`src/rtl/ising_spin_flip_step_assert.svh`:
```
// ----------------------------------------------------------------------------
// Assertion macros shared by the lattice update block
// Clocked implication checks with an active-low reset that disables them.
// ----------------------------------------------------------------------------
`ifndef ISING_SPIN_FLIP_STEP_ASSERT_SVH
`define ISING_SPIN_FLIP_STEP_ASSERT_SVH

// Consequent must hold in the same cycle as the antecedent.
`define ISFS_ASSERT_SAME(label, clk, rst_n, ante, cons, msg) \
    label: assert property (@(posedge clk) disable iff (!rst_n) (ante) |-> (cons)) \
        else $error(msg);

// Consequent must hold in the cycle after the antecedent.
`define ISFS_ASSERT_NEXT(label, clk, rst_n, ante, cons, msg) \
    label: assert property (@(posedge clk) disable iff (!rst_n) (ante) |=> (cons)) \
        else $error(msg);

`endif

```
`src/rtl/isfs_lattice_ram.sv`:
```
// ----------------------------------------------------------------------------
// isfs_lattice_ram
// Row-wide lattice store: one write port and two registered read ports.
// ----------------------------------------------------------------------------
module isfs_lattice_ram #(
    parameter int WIDTH = 64,
    parameter int DEPTH = 64
) (
    input  logic                     clk,
    input  logic                     we,
    input  logic [$clog2(DEPTH)-1:0] waddr,
    input  logic [WIDTH-1:0]         wdata,
    input  logic                     re_a,
    input  logic [$clog2(DEPTH)-1:0] raddr_a,
    output logic [WIDTH-1:0]         rdata_a,
    input  logic                     re_b,
    input  logic [$clog2(DEPTH)-1:0] raddr_b,
    output logic [WIDTH-1:0]         rdata_b
);

    logic [WIDTH-1:0] mem [DEPTH];

    always_ff @(posedge clk)
    begin
        if (we)
        begin
            mem[waddr] <= wdata;
        end
    end

    // Read data holds until the next read on the same port.
    always_ff @(posedge clk)
    begin
        if (re_a)
        begin
            rdata_a <= mem[raddr_a];
        end
        if (re_b)
        begin
            rdata_b <= mem[raddr_b];
        end
    end

endmodule

```
`config.mk`:
```
export PLATFORM = sky130hd
export DESIGN_NAME = isfs_lattice_ram
export DESIGN_NICKNAME = d
export VERILOG_FILES = /design/src/rtl/ising_spin_flip_step_assert.svh /design/src/rtl/isfs_lattice_ram.sv
export SDC_FILE = /design/constraint.sdc
export NUM_CORES = 2
export LEC_CHECK = 0
export BUFFER_PORTS_ARGS = -buffer_cell sky130_fd_sc_hd__buf_2
export CAP_MARGIN = 20
export CORE_MARGIN = 3
export CORE_UTILIZATION = 50
export CTS_CLUSTER_SIZE = 25
export DETAILED_ROUTE_END_ITERATION = 8
export GPL_ROUTABILITY_DRIVEN = 0
export HOLD_SLACK_MARGIN = 0.15
export PLACE_DENSITY_LB_ADDON = 0.12
export SETUP_SLACK_MARGIN = 0.05
export SYNTH_ARGS = -nofsm -noshare
export SYNTH_HDL_FRONTEND = slang
export SYNTH_SLANG_ARGS = --single-unit
```
`constraint.sdc`:
```
create_clock -name clk -period 13.3 [get_ports clk]
set_clock_uncertainty 0.05 [all_clocks]
set_input_delay 2.66 -clock clk [delete_from_list [all_inputs] [get_ports clk]]
set_output_delay 2.66 -clock clk [all_outputs]
set_load 0.01 [all_outputs]
```
==> run metrics <==
power share of the sequential group=50.7%; number of enable flip-flop cells after synthesis=4224; data arrival at the endpoint of the critical path=7.02 ns; nets in the synthesized netlist=8927; Final setup viols=0; GRT Residual Overflow=0; pin count of the biggest net entering global routing=105; Worst slew margin=12.66%; Async S/R FF share, synth=0%; register-to-register setup slack=10.75 ns; register clock-pin slew on the reported worst setup and hold paths=0.07 ns; Register Area=126800 µm²; Net Sw Frac=23.53%; mapped cell area=189100 µm²; yosys warns=0; internal power summed over all cells=0.02253 W; Most used DFF post-synth=sky130_fd_sc_hd__edfxtp_1; power after layout=0.02946 W; fraction of the yosys area taken by sequential cells=67.08%; footprint of the multi-input gates=59130 µm²; startpoint of the most critical register-to-register path=mem[40][0]; post-synth top area share=67.08%; worst hold path class=reg2reg; IO Count=214; number of port buffers=213; post-route worst hold slack=0.9285 ns; peak fanout along the critical path=104; area added between synthesis and finish=11.74%; Peak Freq=156.3 MHz; CTS Hold Bufs=0; CTS tree=yes; global routing usage summed across all routing layers=36.48%; average routed wire per standard cell=47.82 µm; count of nets after finishing=9175; Longest Clk Path Bufs=4; via count of the first global-routing pass=110889; clock insertion delay at the later pin of the skew report=1.02 ns; synth cell count leaders=sky130_fd_sc_hd__edfxtp_1 (4224), sky130_fd_sc_hd__mux4_2 (2016), sky130_fd_sc_hd__o22ai_1 (533); unrepaired setup endpoints after global routing=no; die span in y=621.0 µm; Endpoint, Worst Hold=rdata_b[38]; start-to-end type of the worst setup path=in2reg; drt initial violations=19014; Detailed Route WL=700900 µm; die width=621.0 µm; leading area contributor after synthesis=sky130_fd_sc_hd__edfxtp_1; CP startpoint kind=primary input; TritonCTS Buffers=444; most repeated cell in the gate-level netlist after synthesis=sky130_fd_sc_hd__edfxtp_1; Fin. Hold Viols=0; Static Leakage=64.73 nW; Sink Count=4224; placed wire-length estimate after detailed placement=390000 µm; Filler cells=27985; outcome=completed; cell at the root of the clock tree=sky130_fd_sc_hd__clkbuf_16; Post-Synthesis Cells=8841; post-cts resize count=0; final critical-path required period=6.398 ns; Cell Area, Placed=196300 µm²; beginning of the worst hold path=mem[52][38]; TNS Setup=0 ns; worst hold path depth=4; Starting Density=50.28%; antenna violations before repair=96; residual DRC count=0; reg2reg path depth=5; ANT nets after route=0; Final Cell Area=211300 µm²; total count of max-transition violations in the final report=0; Comb pwr share=7.9%; FF+latch count, synth=4224; R2R Path End=rdata_b[0]; Area contributors post-synth=sky130_fd_sc_hd__edfxtp_1 (67%), sky130_fd_sc_hd__mux4_2 (24%), sky130_fd_sc_hd__o22ai_1 (1.8%); endpoint required time on the critical path=13.92 ns; proportion of power drawn by the clock network=41.4%; fraction of the cycle the final worst path needs=48.11%; Critical Path Sink Type=register; layout cells sized above 1=35.18%; global-route wire length before repair=950200 µm; count of unique library cells instantiated by Yosys=41; total core area=376100 µm²; Post-CTS Setup Bufs=0; standard-cell rows=225; transition time of the tightest slew-check pin=1.310 ns; Pwr per Cell Area=139.4 nW/µm²; total via count after detailed routing=111738; Sw Pwr=0.006932 W; Detailed Routing Iterations Pass 1=6; Maximum Capacitance Violations=0; syn_area_per_cell=21.39 µm²; ratio of routed vias to standard cells=7.625; floorplan die area=385600 µm²; Max IR drop VDD=0.1282 mV; CTS H-Tree Depth=5
==> area by class of cell <==
type / instances / share of cell area [%]
Inverter: 1 / 0.002961
Tap cell: 4994 / 2.957
Multi-Input combinational cell: 3874 / 27.98
Timing Repair Buffer: 544 / 2.144
Sequential cell: 4224 / 60.03
Clock inverter: 281 / 1.161
Antenna cell: 200 / 0.2369
Clock buffer: 537 / 5.484
==> through the flow <==
stage               std cells  setup slack, ns  utilization (%)
floorplan                8841            5.180                -
global placement        13611            6.048            52.16
detailed placement      13617            6.017            52.20
CTS                     14435            7.083            55.93
global route            14627            6.896            56.16
finish                  14655            6.902            56.18
==> metal layers <==
layer	vias up	track usage, %	wire length (µm)
li1	40490	-	-
met1	60257	48.34	240900
met2	9018	54.74	321600
met3	1935	9.128	89080
met4	38	22.59	49020
met5	-	0	256
==> logic make-up (layout without fill, tap and decap cells) <==
logic type / count (synthesis) / after routing / share of synthesized area [%]
flip-flops: 4224 / 4224 / 67.08
multiplexers: 2209 / 2209 / 25.04
AO/OA/AOI/OAI: 1247 / 1247 / 4.771
buffers and inverters: 743 / 1363 / 2.034
AND/OR/NAND/NOR: 418 / 418 / 1.073
other: 0 / 200 / 0
==> power by group through the flow <==
stage	combinational, W	clock [W]	sequential (W)
global placement	0.00226	0	0.0152
detailed placement	0.00228	0	0.0152
floorplan	0.00134	0	0.0151
CTS	0.00228	0.0123	0.0149
global route	0.00241	0.0128	0.0149
finish	0.00232	0.0122	0.0149
==> worst max path at each step <==
stage | slack [ns] | startpoint | endpoint
2_1_floorplan | 5.18 | waddr[3] | mem[48][0]
3_3_place_gp | 6.05 | raddr_a[2] | rdata_a[0]
3_5_place_dp | 6.02 | raddr_a[2] | rdata_a[0]
4_1_cts | 7.08 | raddr_a[2] | rdata_a[0]
5_1_grt | 6.90 | raddr_b[0] | rdata_b[13]
6_report | 6.90 | raddr_a[2] | rdata_a[25]
==> cell usage in the layout, fill, tap and decap left out, types with 51 or more instances in the layout <==
master / Yosys / layout
sky130_fd_sc_hd__a211oi_1: 79 / 79
sky130_fd_sc_hd__a21oi_1: 128 / 128
sky130_fd_sc_hd__a221oi_1: 134 / 133
sky130_fd_sc_hd__a22o_1: 136 / 136
sky130_fd_sc_hd__buf_12: 0 / 58
sky130_fd_sc_hd__buf_2: 242 / 202
sky130_fd_sc_hd__buf_4: 140 / 267
sky130_fd_sc_hd__clkbuf_1: 296 / 87
sky130_fd_sc_hd__clkbuf_16: 0 / 450
sky130_fd_sc_hd__clkinv_1: 0 / 114
sky130_fd_sc_hd__clkinv_2: 0 / 83
sky130_fd_sc_hd__diode_2: 0 / 200
sky130_fd_sc_hd__edfxtp_1: 4224 / 4224
sky130_fd_sc_hd__mux2i_1: 177 / 177
sky130_fd_sc_hd__mux4_2: 2016 / 2016
sky130_fd_sc_hd__nor2_1: 164 / 97
sky130_fd_sc_hd__nor2_4: 0 / 65
sky130_fd_sc_hd__nor3_1: 63 / 61
sky130_fd_sc_hd__nor4_1: 55 / 55
sky130_fd_sc_hd__o221ai_1: 73 / 73
sky130_fd_sc_hd__o22a_1: 51 / 51
sky130_fd_sc_hd__o22ai_1: 533 / 533
==> state kept, by name (all words and copies together), names as in the netlist <==
register and flops:
mem 4096, rdata_a 64, rdata_b 64
==> critical path: stages <==
cell                       delay [ns]
sky130_fd_sc_hd__buf_8           0.54
sky130_fd_sc_hd__buf_12          0.69
sky130_fd_sc_hd__and2_4          0.86
sky130_fd_sc_hd__buf_4           0.70
sky130_fd_sc_hd__a221oi_1        0.21
sky130_fd_sc_hd__a221oi_1        0.89
(Power assumes the default switching activity.)
