[src/rtl/ising_spin_flip_step_assert.svh]
// ----------------------------------------------------------------------------
// Assertion macros shared by the lattice update block
// Clocked implication checks with an active-low reset that disables them.
// ----------------------------------------------------------------------------
`ifndef ISING_SPIN_FLIP_STEP_ASSERT_SVH
`define ISING_SPIN_FLIP_STEP_ASSERT_SVH

// Consequent must hold in the same cycle as the antecedent.
`define ISFS_ASSERT_SAME(label, clk, rst_n, ante, cons, msg) \
    label: assert property (@(posedge clk) disable iff (!rst_n) (ante) |-> (cons)) \
        else $error(msg);

// Consequent must hold in the cycle after the antecedent.
`define ISFS_ASSERT_NEXT(label, clk, rst_n, ante, cons, msg) \
    label: assert property (@(posedge clk) disable iff (!rst_n) (ante) |=> (cons)) \
        else $error(msg);

`endif

[src/rtl/isfs_pkg.sv]
// ----------------------------------------------------------------------------
// isfs_pkg
// Types, codes and coordinate wrap tables for the Ising spin-flip block.
// ----------------------------------------------------------------------------
package isfs_pkg;

    // Command codes carried in s_tuser.
    typedef logic [1:0] cmd_t;
    localparam cmd_t CMD_LOAD = 2'd0;
    localparam cmd_t CMD_READ = 2'd1;
    localparam cmd_t CMD_FLIP = 2'd2;

    // Configuration register indexes.
    typedef logic [2:0] cfg_index_t;
    localparam cfg_index_t REG_THRESH_MINUS4 = 3'd0;
    localparam cfg_index_t REG_THRESH_MINUS2 = 3'd1;
    localparam cfg_index_t REG_THRESH_ZERO   = 3'd2;
    localparam cfg_index_t REG_THRESH_PLUS2  = 3'd3;
    localparam cfg_index_t REG_THRESH_PLUS4  = 3'd4;

    localparam int THRESH_W = 17;
    typedef logic [THRESH_W-1:0] thresh_t;
    typedef thresh_t [4:0] thresh_array_t;
    localparam thresh_t THRESH_RESET = 17'h10000;

    typedef struct packed {
        logic       we;
        cfg_index_t index;
        thresh_t    data;
    } cfg_wr_t;

    localparam int MAG_W = 14;

    // Site coordinates arrive as 6-bit fields; reduced coordinates fit in 10 bits.
    localparam int COORD_IN_W  = 6;
    localparam int COORD_COUNT = 64;
    localparam int COORD_MAX_W = 10;
    typedef logic [COORD_MAX_W-1:0] coord_table_t [COORD_COUNT];

    typedef enum logic [1:0] {
        ST_CLEAR,
        ST_IDLE,
        ST_ROW2,
        ST_EVAL
    } state_t;

    // Entry i holds i modulo size, built by a wrapping counter.
    function automatic coord_table_t wrap_table(input int size);
        coord_table_t t;
        int           c;
        c = 0;
        for (int i = 0; i < COORD_COUNT; i++)
        begin
            t[i] = COORD_MAX_W'(c);
            c = (c == size - 1) ? 0 : c + 1;
        end
        return t;
    endfunction

endpackage

[src/rtl/isfs_thresh_regs.sv]
// ----------------------------------------------------------------------------
// isfs_thresh_regs
// Five acceptance thresholds, one per value of spin times neighbor sum.
// ----------------------------------------------------------------------------
module isfs_thresh_regs (
    input  logic                   clk,
    input  logic                   rst_n,
    input  isfs_pkg::cfg_wr_t      cfg_wr,
    output isfs_pkg::thresh_array_t thresh
);
    import isfs_pkg::*;

    thresh_array_t thresh_reg;
    thresh_array_t thresh_next;

    always_comb
    begin
        thresh_next = thresh_reg;
        if (cfg_wr.we)
        begin
            case (cfg_wr.index)
                REG_THRESH_MINUS4: thresh_next[0] = cfg_wr.data;
                REG_THRESH_MINUS2: thresh_next[1] = cfg_wr.data;
                REG_THRESH_ZERO:   thresh_next[2] = cfg_wr.data;
                REG_THRESH_PLUS2:  thresh_next[3] = cfg_wr.data;
                REG_THRESH_PLUS4:  thresh_next[4] = cfg_wr.data;
                default:           thresh_next = thresh_reg;
            endcase
        end
    end

    always_ff @(posedge clk or negedge rst_n)
    begin
        if (!rst_n)
        begin
            thresh_reg <= {5{THRESH_RESET}};
        end
        else
        begin
            thresh_reg <= thresh_next;
        end
    end

    assign thresh = thresh_reg;

endmodule

[config.mk]
export PLATFORM = sky130hd
export DESIGN_NAME = isfs_thresh_regs
export DESIGN_NICKNAME = d
export VERILOG_FILES = /design/src/rtl/ising_spin_flip_step_assert.svh /design/src/rtl/isfs_pkg.sv /design/src/rtl/isfs_thresh_regs.sv
export SDC_FILE = /design/constraint.sdc
export NUM_CORES = 1
export LEC_CHECK = 0
export BUFFER_PORTS_ARGS = -buffer_cell sky130_fd_sc_hd__buf_2
export CAP_MARGIN = 20
export CORE_MARGIN = 1.5
export CORE_UTILIZATION = 50
export CTS_CLUSTER_DIAMETER = 200
export DETAILED_ROUTE_END_ITERATION = 10
export GPL_TIMING_DRIVEN = 0
export HOLD_SLACK_MARGIN = 0.06
export PLACE_DENSITY = 0.79
export SYNTH_ARGS = -nofsm -noshare
export SYNTH_HDL_FRONTEND = slang
export SYNTH_SLANG_ARGS = --single-unit
[constraint.sdc]
create_clock -name clk -period 1.22 [get_ports clk]
set_input_delay 0.061 -clock clk [delete_from_list [all_inputs] [get_ports clk]]
set_output_delay 0.061 -clock clk [all_outputs]
set_load 0.05 [all_outputs]
==> metrics, run 1 <==
CP delay by family, top flip-flops; final-report max-slew violation count 0; Slew Limit Headroom 0.748; Placed Cells roughly 370; Synth-to-Final Area Change 31.6%; die area between 7000 and 8000 um^2; Avg WL per Cell 16.9 um; Post-synth EDFFs 0; Setup CP Type reg -> out; Core Box Area between 6000 and 7000 um^2; most common cell in the netlist mux2_2; final hold violation count 0; sequential area share after synthesis 0.656; Num CTS Buffers 9; Vias between 2000 and 2500; drt drc 0; critical path startpoint category register; Final setup viols 0; Ports 108; Async S/R FF share, synth 1.00; DRT Pass-1 Iters 4; status complete, no violations; critical path arrival around 1100 ps; Die H 83.7 um; most frequent cells after synthesis mux2_2, dfrtp_1, buf_6; hpwl dp around 4.6 mm; CP max stage cell dfstp_2; input/output buffers 107; Syn Std Cell Area 3250 um^2; Crit Path Max Fanout 2; Slowest Stage Delay on Critical Path between 500 and 600 ps; max reg flops 85; Finished Layout Cells roughly 400; Yosys cell types 9; chip width 83.7 um; Worst Path Required 1160 ps; area share of the largest cell type after synthesis 0.615; Final period util 0.967; P_leak about 0.0020 uW; CTS Sinks 85; Post-Syn Nets about 200; yosys warns 0; root buffer cell clkbuf_8; top_reg_cell synth dfrtp_1; Tot GR Track Use 0.209; PwrDens 2150 nW/um^2; CP cell instances buf_2; first-pass GRT wire length about 11 mm; vias in the first global route around 2200; antenna violations before repair 0; post-layout power around 9200 uW; Finished Cell Area between 4000 and 5000 um^2; f_max approximately 850 MHz; Post-Synthesis Cells 183; Post-DRT Antenna Nets 0; Nets around 350; H-Tree Depth 3; worst-skew pair later-pin latency 340 ps; row cnt 29; Placement Cell Area 3920 um^2; Worst-Margin Slew 378 ps; Fin Clk Skew 0 ps; critical path endpoint category primary output; Syn Area/Cell 17.8 um^2; Initial Utilization 0.515; grt total ovfl 0; detailed-route wire length ~6.8 mm; Placer Congestion a little over 0.7; main area contributors after synthesis dfrtp_1, mux2_2, dfstp_2; clk buf depth 2; WP buf/inv 1; share of cells above drive strength 1 0.691; RSZ-0062 raised after global routing no; MaxCap Viol Count 0; Avg Vias per Cell approximately 5.2; final hold slack 187 ps; Yosys reg bits 85; Sum Neg Setup Slack 0 ps; Hold Crit Class in -> async; largest net degree at the start of global routing 60; Worst-path clk slew approximately 80 ps; Fillers approximately 460; drt first-iter violations a little under 80; Period minus WS final about 1200 ps; cell taking the most area after synthesis dfrtp_1; ANT cells 0; CTS tree yes; Peak VDD IR 1430 uV
metal layers:
metal  part of all wire  vias up  GRT usage  routed length, um
met5                  0        -          0                  0
met2               0.48       84      0.349               3290
li1                   -      932          -                  -
met1               0.43     1054      0.267               2940
met4              0.015        0     0.0715                100
met3              0.070       11     0.0524                480
cell usage in the layout, fill, tap and decap left out:
master,Yosys,final
buf_2,1,103
mux2_2,84,84
dfrtp_1,80,80
dlygate4sd3_1,0,18
clkbuf_8,0,9
buf_6,7,7
dfstp_2,5,5
clkbuf_4,0,4
and4bb_2,3,3
clkbuf_1,0,3
buf_4,0,3
clkinvlp_4,0,2
clkinv_2,0,2
nor4b_4,1,1
nand4b_2,1,1
mux2_4,1,1
buf_16,0,1
final timing paths:
kind	start	endpoint	slack, ps	cells past startpoint
max in group asynchronous	rst_n	thresh[33]	380	3
max reg2reg	thresh[7]	thresh[7]	440	1
min in group clk	cfg_wr[20]	thresh[53]	300	3
min	rst_n	thresh[23]	190	2
max	thresh[16]	thresh[16]	40	1
min reg2reg	thresh[56]	thresh[56]	500	1
cells by family after synthesis:
kind of cell / share of synthesized area
mux: 0.295
flops: 0.656
buf+inv: 0.0258
simple gates: 0.0235
layout make-up:
class / instances / area [um^2] / area share
plain buffers: 8 / 83.8 / 0.0196
clock buffers: 12 / 135 / 0.0316
clock inverters: 4 / 25.0 / 0.00584
multi-input cells: 90 / 1040 / 0.242
flip-flops and latches: 85 / 2130 / 0.498
well taps: 77 / 96.3 / 0.0225
repair buffers: 128 / 771 / 0.180
through the flow:
step            util  worst slack (ps)
2_1_floorplan      -              40.8
3_3_place_gp   0.616              -560
3_5_place_dp   0.620              -429
4_1_cts        0.677              1.98
5_1_grt        0.678              8.16
6_report       0.678              39.7
report_power, final:
| group | total (uW) | switching (uW) | internal (uW) |
|---|---|---|---|
| combinational | 3810 | 2810 | 997 |
| sequential | 3760 | 302 | 3460 |
| clock | 1650 | 917 | 735 |
what timing repair did:
item / in CTS / in global routing
endpoints found under the setup margin: 10 / 4
hold buffers: 18 / 0
buffers inserted: 2 / 0
resized for setup: 0 / 4
hold endpoints to repair: 166 / 0
pin swaps: 1 / 0
(Power assumes the default switching activity.)
==> inputs of run 2 (changes only) <==
--- a/config.mk
+++ b/config.mk
@@ -14,6 +14,7 @@
 export GPL_TIMING_DRIVEN = 0
 export HOLD_SLACK_MARGIN = 0.06
 export PLACE_DENSITY = 0.79
+export SLEW_MARGIN = 30
 export SYNTH_ARGS = -nofsm -noshare
 export SYNTH_HDL_FRONTEND = slang
 export SYNTH_SLANG_ARGS = --single-unit
==> constraint.sdc (replaced) <==
create_clock -name clk -period 1.55 [get_ports clk]
set_input_delay 0.0775 -clock clk [delete_from_list [all_inputs] [get_ports clk]]
set_output_delay 0.0775 -clock clk [all_outputs]
set_load 0.05 [all_outputs]
==> metrics, run 2 (same netlist as run 1, synthesis figures left out) <==
hpwl dp 4.57 mm; Worst Path Required around 1800 ps; drt first-iter violations 40; Core Box Area 6310 um^2; CP startpoint cfg_wr[18]; Nets 343; Sum Neg Setup Slack 0 ps; Placer Congestion just over 0.7; chip width 83.7 um; row cnt 29; CP cell instances buf_2, nor4b_4, buf_6, mux2_2; clk buf depth 2; P_leak a little over 0.002 uW; status complete, no violations; post-layout power 7670 uW; detailed-route wire length approximately 6.9 mm; Fin Clk Skew 0 ps; Setup CP Type in -> reg; die area approximately 7000 um^2; Peak VDD IR between 1000 and 1500 uV; Ports 108; CP max stage cell nor4b_4; Reg2Reg Capture Point thresh[78]; Initial Utilization 0.515; Worst-Margin Slew about 720 ps; CP delay by family, top simple AND/OR/NAND/NOR gates; Avg Vias per Cell about 5.2; f_max about 780 MHz; MaxCap Viol Count 0; Num CTS Buffers 9; Finished Layout Cells around 400; Period minus WS final ~1300 ps; final-report max-slew violation count 0; CTS tree yes; Vias just over 2000; critical path startpoint category input pin; largest net degree at the start of global routing 60; critical path endpoint category register; DP Worst Slack -110 ps; RSZ-0062 raised after global routing no; critical path depth 4; input/output buffers 107; Worst R2R Start thresh[78]; grt total ovfl 0; drt drc 0; most common cell after layout, fill and taps aside buf_2; Slew Limit Headroom 0.520; Synth-to-Final Area Change 32.9%; Hold Crit Class in -> async; Final period util 0.830; R2R Setup Slk ~760 ps; post-CTS sizing 0; Avg WL per Cell between 15 and 20 um; Post-DRT Antenna Nets 0; share of cells above drive strength 1 0.698; Crit Path Max Fanout 10; H-Tree Depth 3; Placed Cells roughly 370; WP buf/inv 2; vias in the first global route around 2200; critical path arrival ~1500 ps; CP endpoint thresh[2]; Die H between 80 and 90 um; final hold violation count 0; antenna violations before repair 0; CTS Sinks 85; first-pass GRT wire length 11.5 mm; final worst setup slack roughly 260 ps; final core occ 0.685; R2R cell count 1; DRT Pass-1 Iters 6; most frequent cells in the layout buf_2, mux2_2, dfrtp_1; max reg flops 85; Tot GR Track Use 0.212; PwrDens 1770 nW/um^2; ANT cells 0; Final setup viols 0; worst-skew pair later-pin latency 340 ps; Slowest Stage Delay on Critical Path 680 ps; Worst-path clk slew ~80 ps; root buffer cell clkbuf_8
## run 2: cell types whose count changed in the layout (fill, tap and decap cells not counted)
cell        before  now
buf_2          103  107
buf_4            3    0
buf_6            7    8
bufinv_16        0    2
clkbuf_1         3    0
clkbuf_4         4    0
clkbuf_8         9   10
clkinv_4         0    1
clkinvlp_4       2    1
## run 2: through the flow
| step | hold WS (ps) | instance area [um^2] |
|---|---|---|
| final | 166 | 4320 |
| after global routing | 179 | 4320 |
| after CTS | 147 | 4320 |
| after detailed placement | -34.9 | 3920 |
| after global placement | 366 | 3890 |
| after floorplan | -218 | 3250 |
## run 2: how the worst min path moves through the flow
stage	to	startpoint	slack, ps	depth (start not counted)
CTS	thresh[42]	rst_n	150	2
floorplan	thresh[0]	rst_n	-220	0
finish	thresh[13]	rst_n	170	2
global route	thresh[40]	rst_n	180	2
detailed placement	thresh[40]	rst_n	-30	1
global placement	thresh[30]	cfg_wr[13]	370	2
## run 2: timing repair
action                     4_1_cts  5_1_grt
setup endpoints to repair        0        0
hold buffers                    18        0
setup buffers                    0        0
hold endpoints to repair       166        0
## run 2: metal layers
layer | vias to the layer above | GRT usage | wire length (um)
met4 | 0 | 0.0805 | 92
met3 | 9 | 0.0534 | 449
met2 | 86 | 0.347 | 3320
li1 | 928 | - | -
met1 | 1055 | 0.275 | 3010
met5 | - | 0 | 0
## run 2: cell type report
class	count	area (um^2)
fill	457	1990
multi-input combinational	90	1040
clock buffer	10	138
buffer	8	83.8
clock inverter	6	86.3
tap	77	96.3
sequential	85	2130
timing repair buffer	126	749
## run 2: where the power goes
group	switching (uW)	leakage, uW	internal (uW)
Sequential	243	0.00101	2720
Clock	766	0.000112	948
Combinational	2210	0.000942	773
Total	3220	0.00207	4450
==> inputs of run 3 (changes only) <==
==> constraint.sdc (replaced) <==
create_clock -name clk -period 1.22 [get_ports clk]
set_input_delay 0.061 -clock clk [delete_from_list [all_inputs] [get_ports clk]]
set_output_delay 0.061 -clock clk [all_outputs]
set_load 0.05 [all_outputs]
==> metrics, run 3 (same netlist as run 1, synthesis figures left out) <==
ANT cells 0; RSZ-0062 raised after global routing no; Period minus WS final approximately 1200 ps; status complete, no violations; worst-skew pair later-pin latency about 340 ps; Fin Clk Skew 0 ps; Slew Limit Headroom 0.786; met2 GRT Util 0.348; CP max stage cell dfstp_2; input/output buffers 107; CP cell instances buf_2; P_leak 0.00207 uW; Peak VDD IR between 1000 and 1500 uV; final-report max-slew violation count 0; Fillers about 450; drt first-iter violations 36; Slowest Stage Delay on Critical Path between 500 and 600 ps; antenna violations before repair 0; PwrDens between 2000 and 2500 nW/um^2; Num CTS Buffers 9; vias in the first global route 2227; share of cells above drive strength 1 0.699; Synth-to-Final Area Change 33.4%; chip width between 80 and 90 um; critical path startpoint category register; Reg2Reg Capture Point thresh[78]; Post-DRT Antenna Nets 0; Reg area 2130 um^2; Avg WL per Cell 17.0 um; Setup CP Type reg -> out; CTS Sinks 85; Final period util 0.973; Hold Crit Class in -> async; Placer Congestion just over 0.7; Vias around 2100; critical path arrival 1130 ps; most used routing layer met2; clk buf depth 2; Worst-Margin Slew about 320 ps; final hold slack around 150 ps; Nets 344; final worst setup slack 33.0 ps; Avg Vias per Cell 5.17; R2R Setup Slk ~430 ps; GRT met1 Usage 0.273; Tot GR Track Use 0.212; Worst Path Required 1160 ps; most common cell after layout, fill and taps aside buf_2; most frequent cells in the layout buf_2, mux2_2, dfrtp_1; root buffer cell clkbuf_8; largest net degree at the start of global routing 60; R2R cell count 1; die area between 7000 and 8000 um^2; WP buf/inv 1; DRT Pass-1 Iters 5; Core Box Area about 6300 um^2; hpwl dp 4.57 mm; grt total ovfl 0; first-pass GRT wire length roughly 12 mm; Ports 108; Worst R2R Start thresh[78]; row cnt 29; Worst-path clk slew roughly 80 ps; MaxCap Viol Count 0; detailed-route wire length 6.85 mm; Die H 83.7 um; Sum Neg Setup Slack 0 ps; Initial Utilization 0.515; met3 usage 0.0564; CP delay by family, top flip-flops; multi-input gate area in the final layout about 1000 um^2; drt drc 0; H-Tree Depth 3; Crit Path Max Fanout 2; max reg flops 85; f_max 842 MHz; critical path endpoint category primary output; CTS tree yes; Final setup viols 0; final hold violation count 0; DP Worst Slack -424 ps
-- run 3: cell count changes in the layout (fill, tap and decap cells not counted) --
| cell | before | now |
|---|---|---|
| buf_2 | 107 | 103 |
| clkbuf_4 | 0 | 3 |
| buf_4 | 0 | 2 |
-- run 3: per-layer routing --
| metal | part of all wire | wire length, um |
|---|---|---|
| met1 | 0.43 | 2960 |
| met2 | 0.48 | 3310 |
| met3 | 0.071 | 488 |
| met4 | 0.013 | 92 |
| met5 | 0 | 0 |
-- run 3: layout make-up --
| type | instances | share of cell area |
|---|---|---|
| Tap cell | 77 | 0.0222 |
| Timing Repair Buffer | 127 | 0.177 |
| Buffer | 8 | 0.0193 |
| Sequential cell | 85 | 0.491 |
| Clock buffer | 10 | 0.0317 |
| Clock inverter | 6 | 0.0199 |
| Multi-Input combinational cell | 90 | 0.239 |
-- run 3: through the flow --
| step | power (uW) | util | area [um^2] | instances |
|---|---|---|---|---|
| 2_1_floorplan | 6640 | - | 3250 | 183 |
| 6_report | 9760 | 0.688 | 4340 | 403 |
| 3_3_place_gp | 7490 | 0.616 | 3890 | 367 |
| 4_1_cts | 9820 | 0.686 | 4330 | 403 |
| 3_5_place_dp | 7580 | 0.621 | 3920 | 368 |
| 5_1_grt | 10100 | 0.688 | 4340 | 403 |
-- run 3: worst max path at each step --
stage,start,end,slack [ps],depth (start not counted)
global placement,rst_n,thresh[54],-560,1
CTS,thresh[33],thresh[33],3,1
floorplan,cfg_wr[18],thresh[0],40,3
detailed placement,cfg_wr[18],thresh[15],-420,4
global route,thresh[16],thresh[16],9,1
finish,thresh[16],thresh[16],30,1
-- run 3: what timing repair did --
action,CTS,global route
hold buffers,18,0
endpoints found under the hold margin,166,0
endpoints found under the setup margin,10,3
resized for setup,1,3
buffers inserted,1,0
pin swaps,1,0
-- run 3: power breakdown --
group          switching (uW)  leakage [uW]  internal [uW]
logic                    2810      0.000950            998
clock network             976      0.000112           1210
registers                 310       0.00101           3460
